==> src/rtl/bmhpq_pkg.sv <==
// Shared types and constants for the binary max-heap priority queue.
// Depends on nothing; imported by the RAM wrapper users, sequencer, compare unit and top.
package bmhpq_pkg;

	localparam int CAPACITY    = 64;
	localparam int VALUE_WIDTH = 32;

	// Widths derived from the capacity and the fixed port fields
	localparam int IDX_W   = (CAPACITY > 1) ? $clog2(CAPACITY) : 1;
	localparam int CNT_W   = $clog2(CAPACITY + 1);
	localparam int CHILD_W = IDX_W + 2;
	localparam int OP_W    = 2;
	localparam int KEY_W   = 32;
	localparam int POS_W   = 6;
	localparam int OCC_W   = 7;
	localparam int STAT_W  = 2;
	localparam int CMP_W   = 32;

	typedef logic [VALUE_WIDTH-1:0] value_t;
	typedef logic [IDX_W-1:0]       idx_t;
	typedef logic [CNT_W-1:0]       cnt_t;

	typedef enum logic [OP_W-1:0] {
		OP_INSERT = 2'd0,
		OP_REMOVE = 2'd1,
		OP_CHANGE = 2'd2,
		OP_UNUSED = 2'd3
	} op_t;

	typedef enum logic [STAT_W-1:0] {
		ST_OK      = 2'd0,
		ST_EMPTY   = 2'd1,
		ST_FULL    = 2'd2,
		ST_BAD_POS = 2'd3
	} status_t;

	typedef enum logic [2:0] {
		S_IDLE,
		S_FETCH_LAST,
		S_FETCH_OLD,
		S_UP_RD,
		S_UP_CMP,
		S_DN_RD,
		S_DN_CMP,
		S_RESP
	} state_t;

	// Request from the sequencer to the heap store
	typedef struct packed {
		logic   we;
		idx_t   waddr;
		value_t wdata;
		idx_t   raddr_a;
		idx_t   raddr_b;
	} mem_req_t;

	// Decisions of the shared compare unit
	typedef struct packed {
		logic key_gt_a;
		logic key_lt_a;
		logic take_left;
		logic take_right;
	} cmp_res_t;

endpackage

==> src/rtl/bmhpq_ram.sv <==
// Generic RAM: one write port and two read ports with registered read data.
// Depends on nothing.
module bmhpq_ram #(
	parameter int WIDTH = 32,
	parameter int DEPTH = 64
) (
	input  logic                     clk,
	input  logic                     we,
	input  logic [$clog2(DEPTH)-1:0] waddr,
	input  logic [WIDTH-1:0]         wdata,
	input  logic [$clog2(DEPTH)-1:0] raddr_a,
	input  logic [$clog2(DEPTH)-1:0] raddr_b,
	output logic [WIDTH-1:0]         rdata_a,
	output logic [WIDTH-1:0]         rdata_b
);

	logic [WIDTH-1:0] mem [DEPTH];

	// Write one entry, register both reads
	always_ff @(posedge clk) begin
		if (we) begin
			mem[waddr] <= wdata;
		end
		rdata_a <= mem[raddr_a];
		rdata_b <= mem[raddr_b];
	end

endmodule

==> src/rtl/bmhpq_cmp.sv <==
// Shared compare unit for sift-up, sift-down and change decisions.
// Depends on bmhpq_pkg.
module bmhpq_cmp (
	input  bmhpq_pkg::value_t   key,
	input  bmhpq_pkg::value_t   rd_a,
	input  bmhpq_pkg::value_t   rd_b,
	input  logic                l_ok,
	input  logic                r_ok,
	output bmhpq_pkg::cmp_res_t res
);
	import bmhpq_pkg::*;

	// rd_a is parent, old entry or left child; rd_b is the right child
	always_comb begin
		res.key_gt_a   = key > rd_a;
		res.key_lt_a   = key < rd_a;
		// Right child wins only when strictly above both the key and the left child
		res.take_right = r_ok && (rd_b > key) && (rd_b > rd_a);
		res.take_left  = l_ok && (rd_a > key) && !res.take_right;
	end

endmodule

==> src/rtl/bmhpq_seq.sv <==
// Sequencer: decodes a request and walks the heap one level at a time, a read state then a compare/write state.
// Depends on bmhpq_pkg and bmhpq_cmp; drives the heap store through mem_req_t.
module bmhpq_seq (
	input  logic                            clk,
	input  logic                            arst_n,
	input  logic                            in_valid,
	output logic                            in_ready,
	input  logic [bmhpq_pkg::OP_W-1:0]      opcode,
	input  logic [bmhpq_pkg::KEY_W-1:0]     key_value,
	input  logic [bmhpq_pkg::POS_W-1:0]     position,
	output logic                            out_valid,
	input  logic                            out_ready,
	output bmhpq_pkg::mem_req_t             mem_req,
	input  bmhpq_pkg::value_t               rd_a,
	input  bmhpq_pkg::value_t               rd_b,
	output bmhpq_pkg::value_t               removed,
	output logic [bmhpq_pkg::STAT_W-1:0]    status,
	output bmhpq_pkg::value_t               top,
	output bmhpq_pkg::cnt_t                 count
);
	import bmhpq_pkg::*;

	state_t   state_q, state_d;
	cnt_t     count_q, count_d;
	value_t   key_q, key_d;
	idx_t     idx_q, idx_d;
	value_t   removed_q, removed_d;
	status_t  status_q, status_d;
	value_t   top_q;
	value_t   in_val;
	cmp_res_t cmp;
	logic [CHILD_W-1:0] left_c, right_c;
	logic     l_ok, r_ok;
	idx_t     parent;

	assign in_val  = VALUE_WIDTH'(key_value);
	assign left_c  = CHILD_W'({idx_q, 1'b1});
	assign right_c = left_c + CHILD_W'(1);
	assign l_ok    = left_c < CHILD_W'(count_q);
	assign r_ok    = right_c < CHILD_W'(count_q);
	assign parent  = IDX_W'((idx_q - IDX_W'(1)) >> 1);

	bmhpq_cmp u_cmp (
		.key  (key_q),
		.rd_a (rd_a),
		.rd_b (rd_b),
		.l_ok (l_ok),
		.r_ok (r_ok),
		.res  (cmp)
	);

	// Next state, datapath updates and store accesses
	always_comb begin
		state_d   = state_q;
		count_d   = count_q;
		key_d     = key_q;
		idx_d     = idx_q;
		removed_d = removed_q;
		status_d  = status_q;
		mem_req   = '0;
		in_ready  = 1'b0;
		out_valid = 1'b0;
		case (state_q)
			S_IDLE: begin
				in_ready = 1'b1;
				mem_req.raddr_a = IDX_W'(count_q - CNT_W'(1));
				if (op_t'(opcode) == OP_CHANGE) begin
					mem_req.raddr_a = IDX_W'(position);
				end
				if (in_valid) begin
					removed_d = '0;
					status_d  = ST_OK;
					state_d   = S_RESP;
					case (op_t'(opcode))
						OP_INSERT: begin
							if (count_q >= CNT_W'(CAPACITY)) begin
								status_d = ST_FULL;
							end else begin
								key_d   = in_val;
								idx_d   = IDX_W'(count_q);
								count_d = count_q + CNT_W'(1);
								state_d = S_UP_RD;
							end
						end
						OP_REMOVE: begin
							if (count_q == '0) begin
								status_d = ST_EMPTY;
							end else begin
								removed_d = top_q;
								count_d   = count_q - CNT_W'(1);
								if (count_q != CNT_W'(1)) begin
									state_d = S_FETCH_LAST;
								end
							end
						end
						OP_CHANGE: begin
							if (CMP_W'(position) >= CMP_W'(count_q)) begin
								status_d = ST_BAD_POS;
							end else begin
								key_d   = in_val;
								idx_d   = IDX_W'(position);
								state_d = S_FETCH_OLD;
							end
						end
						default: begin
							status_d = ST_BAD_POS;
						end
					endcase
				end
			end
			S_FETCH_LAST: begin
				// Last entry moves to the root
				key_d   = rd_a;
				idx_d   = '0;
				state_d = S_DN_RD;
			end
			S_FETCH_OLD: begin
				// Direction follows the old entry; equal value leaves the heap alone
				if (cmp.key_gt_a) begin
					mem_req.we    = 1'b1;
					mem_req.waddr = idx_q;
					mem_req.wdata = key_q;
					state_d = S_UP_RD;
				end else if (cmp.key_lt_a) begin
					mem_req.we    = 1'b1;
					mem_req.waddr = idx_q;
					mem_req.wdata = key_q;
					state_d = S_DN_RD;
				end else begin
					state_d = S_RESP;
				end
			end
			S_UP_RD: begin
				mem_req.raddr_a = parent;
				if (idx_q == '0) begin
					mem_req.we    = 1'b1;
					mem_req.waddr = idx_q;
					mem_req.wdata = key_q;
					state_d = S_RESP;
				end else begin
					state_d = S_UP_CMP;
				end
			end
			S_UP_CMP: begin
				mem_req.we    = 1'b1;
				mem_req.waddr = idx_q;
				if (cmp.key_gt_a) begin
					// Pull the parent down, move the hole up
					mem_req.wdata = rd_a;
					idx_d   = parent;
					state_d = S_UP_RD;
				end else begin
					mem_req.wdata = key_q;
					state_d = S_RESP;
				end
			end
			S_DN_RD: begin
				mem_req.raddr_a = IDX_W'(left_c);
				mem_req.raddr_b = IDX_W'(right_c);
				if (!l_ok) begin
					mem_req.we    = 1'b1;
					mem_req.waddr = idx_q;
					mem_req.wdata = key_q;
					state_d = S_RESP;
				end else begin
					state_d = S_DN_CMP;
				end
			end
			S_DN_CMP: begin
				mem_req.we    = 1'b1;
				mem_req.waddr = idx_q;
				if (cmp.take_right) begin
					mem_req.wdata = rd_b;
					idx_d   = IDX_W'(right_c);
					state_d = S_DN_RD;
				end else if (cmp.take_left) begin
					mem_req.wdata = rd_a;
					idx_d   = IDX_W'(left_c);
					state_d = S_DN_RD;
				end else begin
					mem_req.wdata = key_q;
					state_d = S_RESP;
				end
			end
			S_RESP: begin
				out_valid = 1'b1;
				if (out_ready) begin
					state_d = S_IDLE;
				end
			end
			default: begin
				state_d = S_IDLE;
			end
		endcase
	end

	// Control state
	always_ff @(posedge clk or negedge arst_n) begin
		if (!arst_n) begin
			state_q <= S_IDLE;
			count_q <= '0;
		end else begin
			state_q <= state_d;
			count_q <= count_d;
		end
	end

	// Payload registers; shadow the root entry on every write to it
	always_ff @(posedge clk) begin
		key_q     <= key_d;
		idx_q     <= idx_d;
		removed_q <= removed_d;
		status_q  <= status_d;
		if (mem_req.we && mem_req.waddr == '0) begin
			top_q <= mem_req.wdata;
		end
	end

	assign removed = removed_q;
	assign status  = status_q;
	assign top     = (count_q != '0) ? top_q : '0;
	assign count   = count_q;

endmodule

==> src/rtl/binary_max_heap_priority_queue_unit.sv <==
// Binary max-heap priority queue of CAPACITY entries: sequencer plus heap store.
// Depends on bmhpq_pkg, bmhpq_seq, bmhpq_cmp and bmhpq_ram.
//
// Usage:
//   Input channel (in_valid/in_ready) carries opcode, key_value and position:
//   insert, remove top, or change the entry at a position. Output channel
//   (out_valid/out_ready) returns one transaction per request: removed_value,
//   top_value, occupancy and status (ok, empty, full, bad position).
//   The block handles one request at a time; in_ready is high only when idle.
//   A rejected request or a remove of the last entry goes straight to the
//   response; an equal change responds once the old entry is compared; a
//   sift walks the heap one level at a time, at most log2(CAPACITY) levels.
//   Each level costs one store read and one compare/write through the
//   shared compare unit. Once the result is taken the block returns to idle.
//   Reset empties the queue at once; the store itself is not cleared, since
//   only entries below the occupancy are ever read.
//   When the receiver stalls, the result holds on the outputs and no new
//   request is accepted until it is taken.
module binary_max_heap_priority_queue_unit (
	input  logic                             clk,
	input  logic                             arst_n,
	input  logic                             in_valid,
	output logic                             in_ready,
	input  logic [bmhpq_pkg::OP_W-1:0]       opcode,
	input  logic [bmhpq_pkg::KEY_W-1:0]      key_value,
	input  logic [bmhpq_pkg::POS_W-1:0]      position,
	output logic                             out_valid,
	input  logic                             out_ready,
	output logic [bmhpq_pkg::KEY_W-1:0]      removed_value,
	output logic [bmhpq_pkg::KEY_W-1:0]      top_value,
	output logic [bmhpq_pkg::OCC_W-1:0]      occupancy,
	output logic [bmhpq_pkg::STAT_W-1:0]     status
);
	import bmhpq_pkg::*;

	mem_req_t mem_req;
	value_t   rd_a, rd_b;
	value_t   removed, top;
	cnt_t     count;

	bmhpq_seq u_seq (
		.clk       (clk),
		.arst_n    (arst_n),
		.in_valid  (in_valid),
		.in_ready  (in_ready),
		.opcode    (opcode),
		.key_value (key_value),
		.position  (position),
		.out_valid (out_valid),
		.out_ready (out_ready),
		.mem_req   (mem_req),
		.rd_a      (rd_a),
		.rd_b      (rd_b),
		.removed   (removed),
		.status    (status),
		.top       (top),
		.count     (count)
	);

	bmhpq_ram #(
		.WIDTH (VALUE_WIDTH),
		.DEPTH (CAPACITY)
	) u_store (
		.clk     (clk),
		.we      (mem_req.we),
		.waddr   (mem_req.waddr),
		.wdata   (mem_req.wdata),
		.raddr_a (mem_req.raddr_a),
		.raddr_b (mem_req.raddr_b),
		.rdata_a (rd_a),
		.rdata_b (rd_b)
	);

	// Widen or trim to the fixed port widths
	assign removed_value = KEY_W'(removed);
	assign top_value     = KEY_W'(top);
	assign occupancy     = OCC_W'(count);

`ifndef ASSERT_OFF
	a_one_side: assert property (@(posedge clk) disable iff (!arst_n)
		!(in_ready && out_valid))
		else $error("input and output sides active together");

	a_occ_bound: assert property (@(posedge clk) disable iff (!arst_n)
		count <= CNT_W'(CAPACITY))
		else $error("occupancy above capacity");

	a_full_flag: assert property (@(posedge clk) disable iff (!arst_n)
		(out_valid && status == ST_FULL) |-> (count == CNT_W'(CAPACITY)))
		else $error("full status while not full");

	a_empty_flag: assert property (@(posedge clk) disable iff (!arst_n)
		(out_valid && status == ST_EMPTY) |-> (count == '0 && removed == '0))
		else $error("empty status with entries or removed value");

	a_occ_step: assert property (@(posedge clk) disable iff (!arst_n)
		(in_valid && in_ready && op_t'(opcode) == OP_INSERT && count < CNT_W'(CAPACITY))
		|=> (count == $past(count) + CNT_W'(1)))
		else $error("insert did not grow occupancy");
`endif

endmodule
==> config.mk <==
export PLATFORM = sky130hd
export DESIGN_NAME = binary_max_heap_priority_queue_unit
export DESIGN_NICKNAME = d
export VERILOG_FILES = /design/src/rtl/bmhpq_pkg.sv /design/src/rtl/bmhpq_ram.sv /design/src/rtl/bmhpq_cmp.sv /design/src/rtl/bmhpq_seq.sv /design/src/rtl/binary_max_heap_priority_queue_unit.sv
export SDC_FILE = /design/constraint.sdc
export NUM_CORES = 2
export LEC_CHECK = 0
export BUFFER_PORTS_ARGS = -buffer_cell sky130_fd_sc_hd__buf_2
export CAP_MARGIN = 20
export CORE_MARGIN = 3
export CORE_UTILIZATION = 40
export CTS_CLUSTER_DIAMETER = 100
export CTS_CLUSTER_SIZE = 12
export DETAILED_ROUTE_END_ITERATION = 6
export GPL_TIMING_DRIVEN = 1
export PLACE_DENSITY = 0.59
export SYNTH_ARGS = -nofsm -noshare
export SYNTH_HDL_FRONTEND = slang
export SYNTH_SLANG_ARGS = --single-unit
==> constraint.sdc <==
create_clock -name clk -period 9 [get_ports clk]
set_clock_uncertainty 0.1 [all_clocks]
set_input_delay 0.9 -clock clk [delete_from_list [all_inputs] [get_ports clk]]
set_output_delay 0.9 -clock clk [all_outputs]
set_load 0.05 [all_outputs]
==> reports/qor.csv <==
metric,value,unit
gr ovfl total,0,
vias per cell,6.24,
crit path max fanout,35,
GRT Util Overall,0.273,
Sw Share,0.443,
die footprint,0.258,mm^2
setup_tns,0,ns
HP Class,in2reg,
Setup WS pre-CTS,3.07,ns
Period minus WS final,6.12,ns
met1 WL,146000,um
"Reg clk slew, reported paths",0.07,ns
clock buffer depth,3,
die height,508,um
Worst EP required,9.62,ns
die width,508,um
"Slew Viols, Final",0,
"Core Util, Final",0.448,
Row Count,183,
NetSw,20300,uW
final setup fails,0,
clock sink count,2226,
number of enable flip-flop cells after synthesis,2152,
PnR worst setup slack,2.88,ns
Routed WL per cell,33.5,um
TritonRoute pass-1 iters,6,
Mapped Cells,7331,
crit path cell chain,inv_1 > nor2_1 > a21o_4 > or2_4 > buf_4 > a21oi_1 > a2111oi_0 > o211a_1,
max_slew headroom,0.198,
metal2 WL,157000,um
Pleak,0.0390,uW
WP depth,8,
CTS root buf,clkbuf_16,
"CP delay by family, top",compound AO/OA/AOI/OAI gates,
met3 WL,41900,um
drt first-iter violations,10155,
DRC,0,
Flop pwr share,0.339,
largest net degree at the start of global routing,179,
Clock Power Share,0.177,
outcome,"finished, final reports clean",
R2R depth,8,
uppermost layer routed,met5,
Worst-Skew Late Latency,0.88,ns
Final ANT Viol Nets,0,
# port buffers,118,
max_cap viols,0,
Tightest Pin Transition,1.20,ns
Slowest Stage Delay on Critical Path,0.91,ns
CTS H-tree depth,4,
Fin. Hold Viols,0,
Post-Syn Area per Cell,13.7,um^2
ys flop type,edfxtp_1,
Arrival @ worst endpoint,6.74,ns
core area,0.250,mm^2
Hold Crit Depth,2,
CTS tree,built,
Post-synth ARST share,0.00449,
RSZ-0062 raised after global routing,no,
synthesis warning total,0,
"Cell Area, Synth",0.101,mm^2
Total Routed Length,362000,um
Yosys reg bits,2226,
Comb power frac,0.484,
Synth cell types,87,
slowest cell on the critical path,nor2_1,
number of post-CTS setup repair buffers,0,
share of layout cells above drive strength 1,0.123,
CTS Buf Count,204,
vias in the first global route,63160,
DR vias,67354,
I/O pin count,119,
initial antenna violation count,15,
dpl hpwl,202000,um
P&R area growth vs syn,11.0,%
final net count,7505,
Starting Density,0.403,
f_max,163,MHz
register area share after synthesis,0.657,
Worst Setup Path Type,reg2reg,
internal power,25500,uW
routability cong.,0.963,
crit path launch type,flop,
CP Capture Type,flop,
power per cell area,410,mW/mm^2
worst vdd ir,0.000491,V
CP Buf/Inv Count,2,
first-pass GRT wire length,500000,um
period utilization,0.680,
Post-Syn Nets,7495,
-- power groups by stage --
stage	clock network, uW	logic (uW)	registers, uW
CTS	8190	21100	15600
global placement	0	20600	15800
detailed placement	0	21100	15800
global route	8570	23100	15600
floorplan	0	12700	15600
finish	8100	22200	15500
-- through the flow --
stage                     cells  total power (uW)  hold WS (ns)  instance area (um^2)
after detailed placement  10441             36900         0.467                105000
after global placement    10428             36500         0.451                105000
final                     10796             45800         0.172                112000
after global routing      10794             47200         0.151                112000
after CTS                 10770             44900         0.113                111000
after floorplan            7331             28300         0.438                101000
-- sequential cells by signal, summed over array words and instances (netlist names), 6 cells and up --
register         cells
u_store.mem       2048
u_store.rdata_b     32
u_store.rdata_a     32
u_seq.removed       32
u_seq.key_q         32
u_seq.top_q         32
u_seq.idx_q          6
u_seq.count          7
-- final cells by class --
type                    count  area, um^2
inverters                  83         312
repair buffers            323        2840
fillers                 22153      138000
diodes                      3        7.51
clock inverters            13         198
clock buffers             315        5600
flip-flops and latches   2226       66200
well taps                3330        4170
multi-input cells        4503       32400
-- kinds of logic (layout without fill, tap and decap cells) --
kind of cell / count (synthesis) / count (layout) / share of synthesized area
muxes: 1177 / 1177 / 0.134
buffers and inverters: 602 / 734 / 0.0270
and+or+nand+nor: 2410 / 2410 / 0.108
adders and majority gates: 120 / 120 / 0.0149
AOI/OAI and AO/OA: 782 / 782 / 0.0580
other: 0 / 3 / 0
DFF: 2226 / 2226 / 0.657
xor gates and xnor gates: 14 / 14 / 0.00122
-- Yosys cell counts (all sizes together), types with 44 or more instances --
| master | instances | share of area |
|---|---|---|
| ha | 120 | 0.015 |
| and3 | 137 | 0.0085 |
| nor2 | 63 | 0.0025 |
| o21ai | 66 | 0.0033 |
| nor3 | 44 | 0.0022 |
| edfxtp | 2152 | 0.64 |
| dfxtp | 64 | 0.013 |
| a21oi | 243 | 0.013 |
| buf | 260 | 0.014 |
| clkbuf | 259 | 0.0097 |
| mux2i | 1005 | 0.10 |
| nand2 | 1322 | 0.049 |
| nand3 | 663 | 0.033 |
| o221ai | 128 | 0.011 |
| inv | 83 | 0.0031 |
| mux4 | 132 | 0.030 |
| a2111oi | 60 | 0.0055 |
-- repair_timing --
action	4_1_cts	5_1_grt
gates resized for setup	0	0
endpoints found under the setup margin	0	0
hold endpoints to repair	10	0
hold buffers	1	0
-- path summary, 6_finish.rpt --
check                                             startpoint                              end  slack (ns)
worst min-delay path                               out_ready     u_seq.state_q[0]$_DFFE_PN0P_        0.17
worst min register to register     u_seq.top_q[26]$_DFFE_PP_  u_seq.removed[26]$_SDFFCE_PP0P_        0.48
min in group asynchronous                             arst_n       u_seq.count[6]$_DFFE_PN0P_        0.33
worst max-delay path            u_seq.state_q[0]$_DFFE_PN0P_      u_store.rdata_a[17]$_DFF_P_        2.88
worst max register to register  u_seq.state_q[0]$_DFFE_PN0P_      u_store.rdata_a[17]$_DFF_P_        2.88
max in group asynchronous                             arst_n       u_seq.count[1]$_DFFE_PN0P_        8.24
-- metal layers --
layer,up-vias,track usage
met1,34331,0.383
met2,4267,0.402
li1,28000,-
met3,742,0.0686
met5,-,0
met4,14,0.118
-- cell usage in the layout, fill, tap and decap left out, types with 31 or more instances in the layout --
cell / instances
ha_1: 120
mux2i_1: 1005
o221ai_1: 128
a221o_2: 33
a21oi_1: 212
buf_12: 55
edfxtp_1: 2152
or4_1: 31
a2111oi_0: 34
buf_2: 118
a32o_1: 32
mux4_2: 132
dfxtp_1: 64
clkbuf_16: 207
a31oi_1: 40
clkbuf_1: 107
nand3_1: 663
and3_1: 135
a31o_2: 34
o211a_1: 34
and2_1: 37
nand2_1: 1318
mux2_2: 40
a21oi_2: 31
inv_1: 82
buf_4: 148
o21ai_0: 63
nor2_4: 36
a221oi_1: 32
No activity file was read; power rests on OpenSTA's default activity.
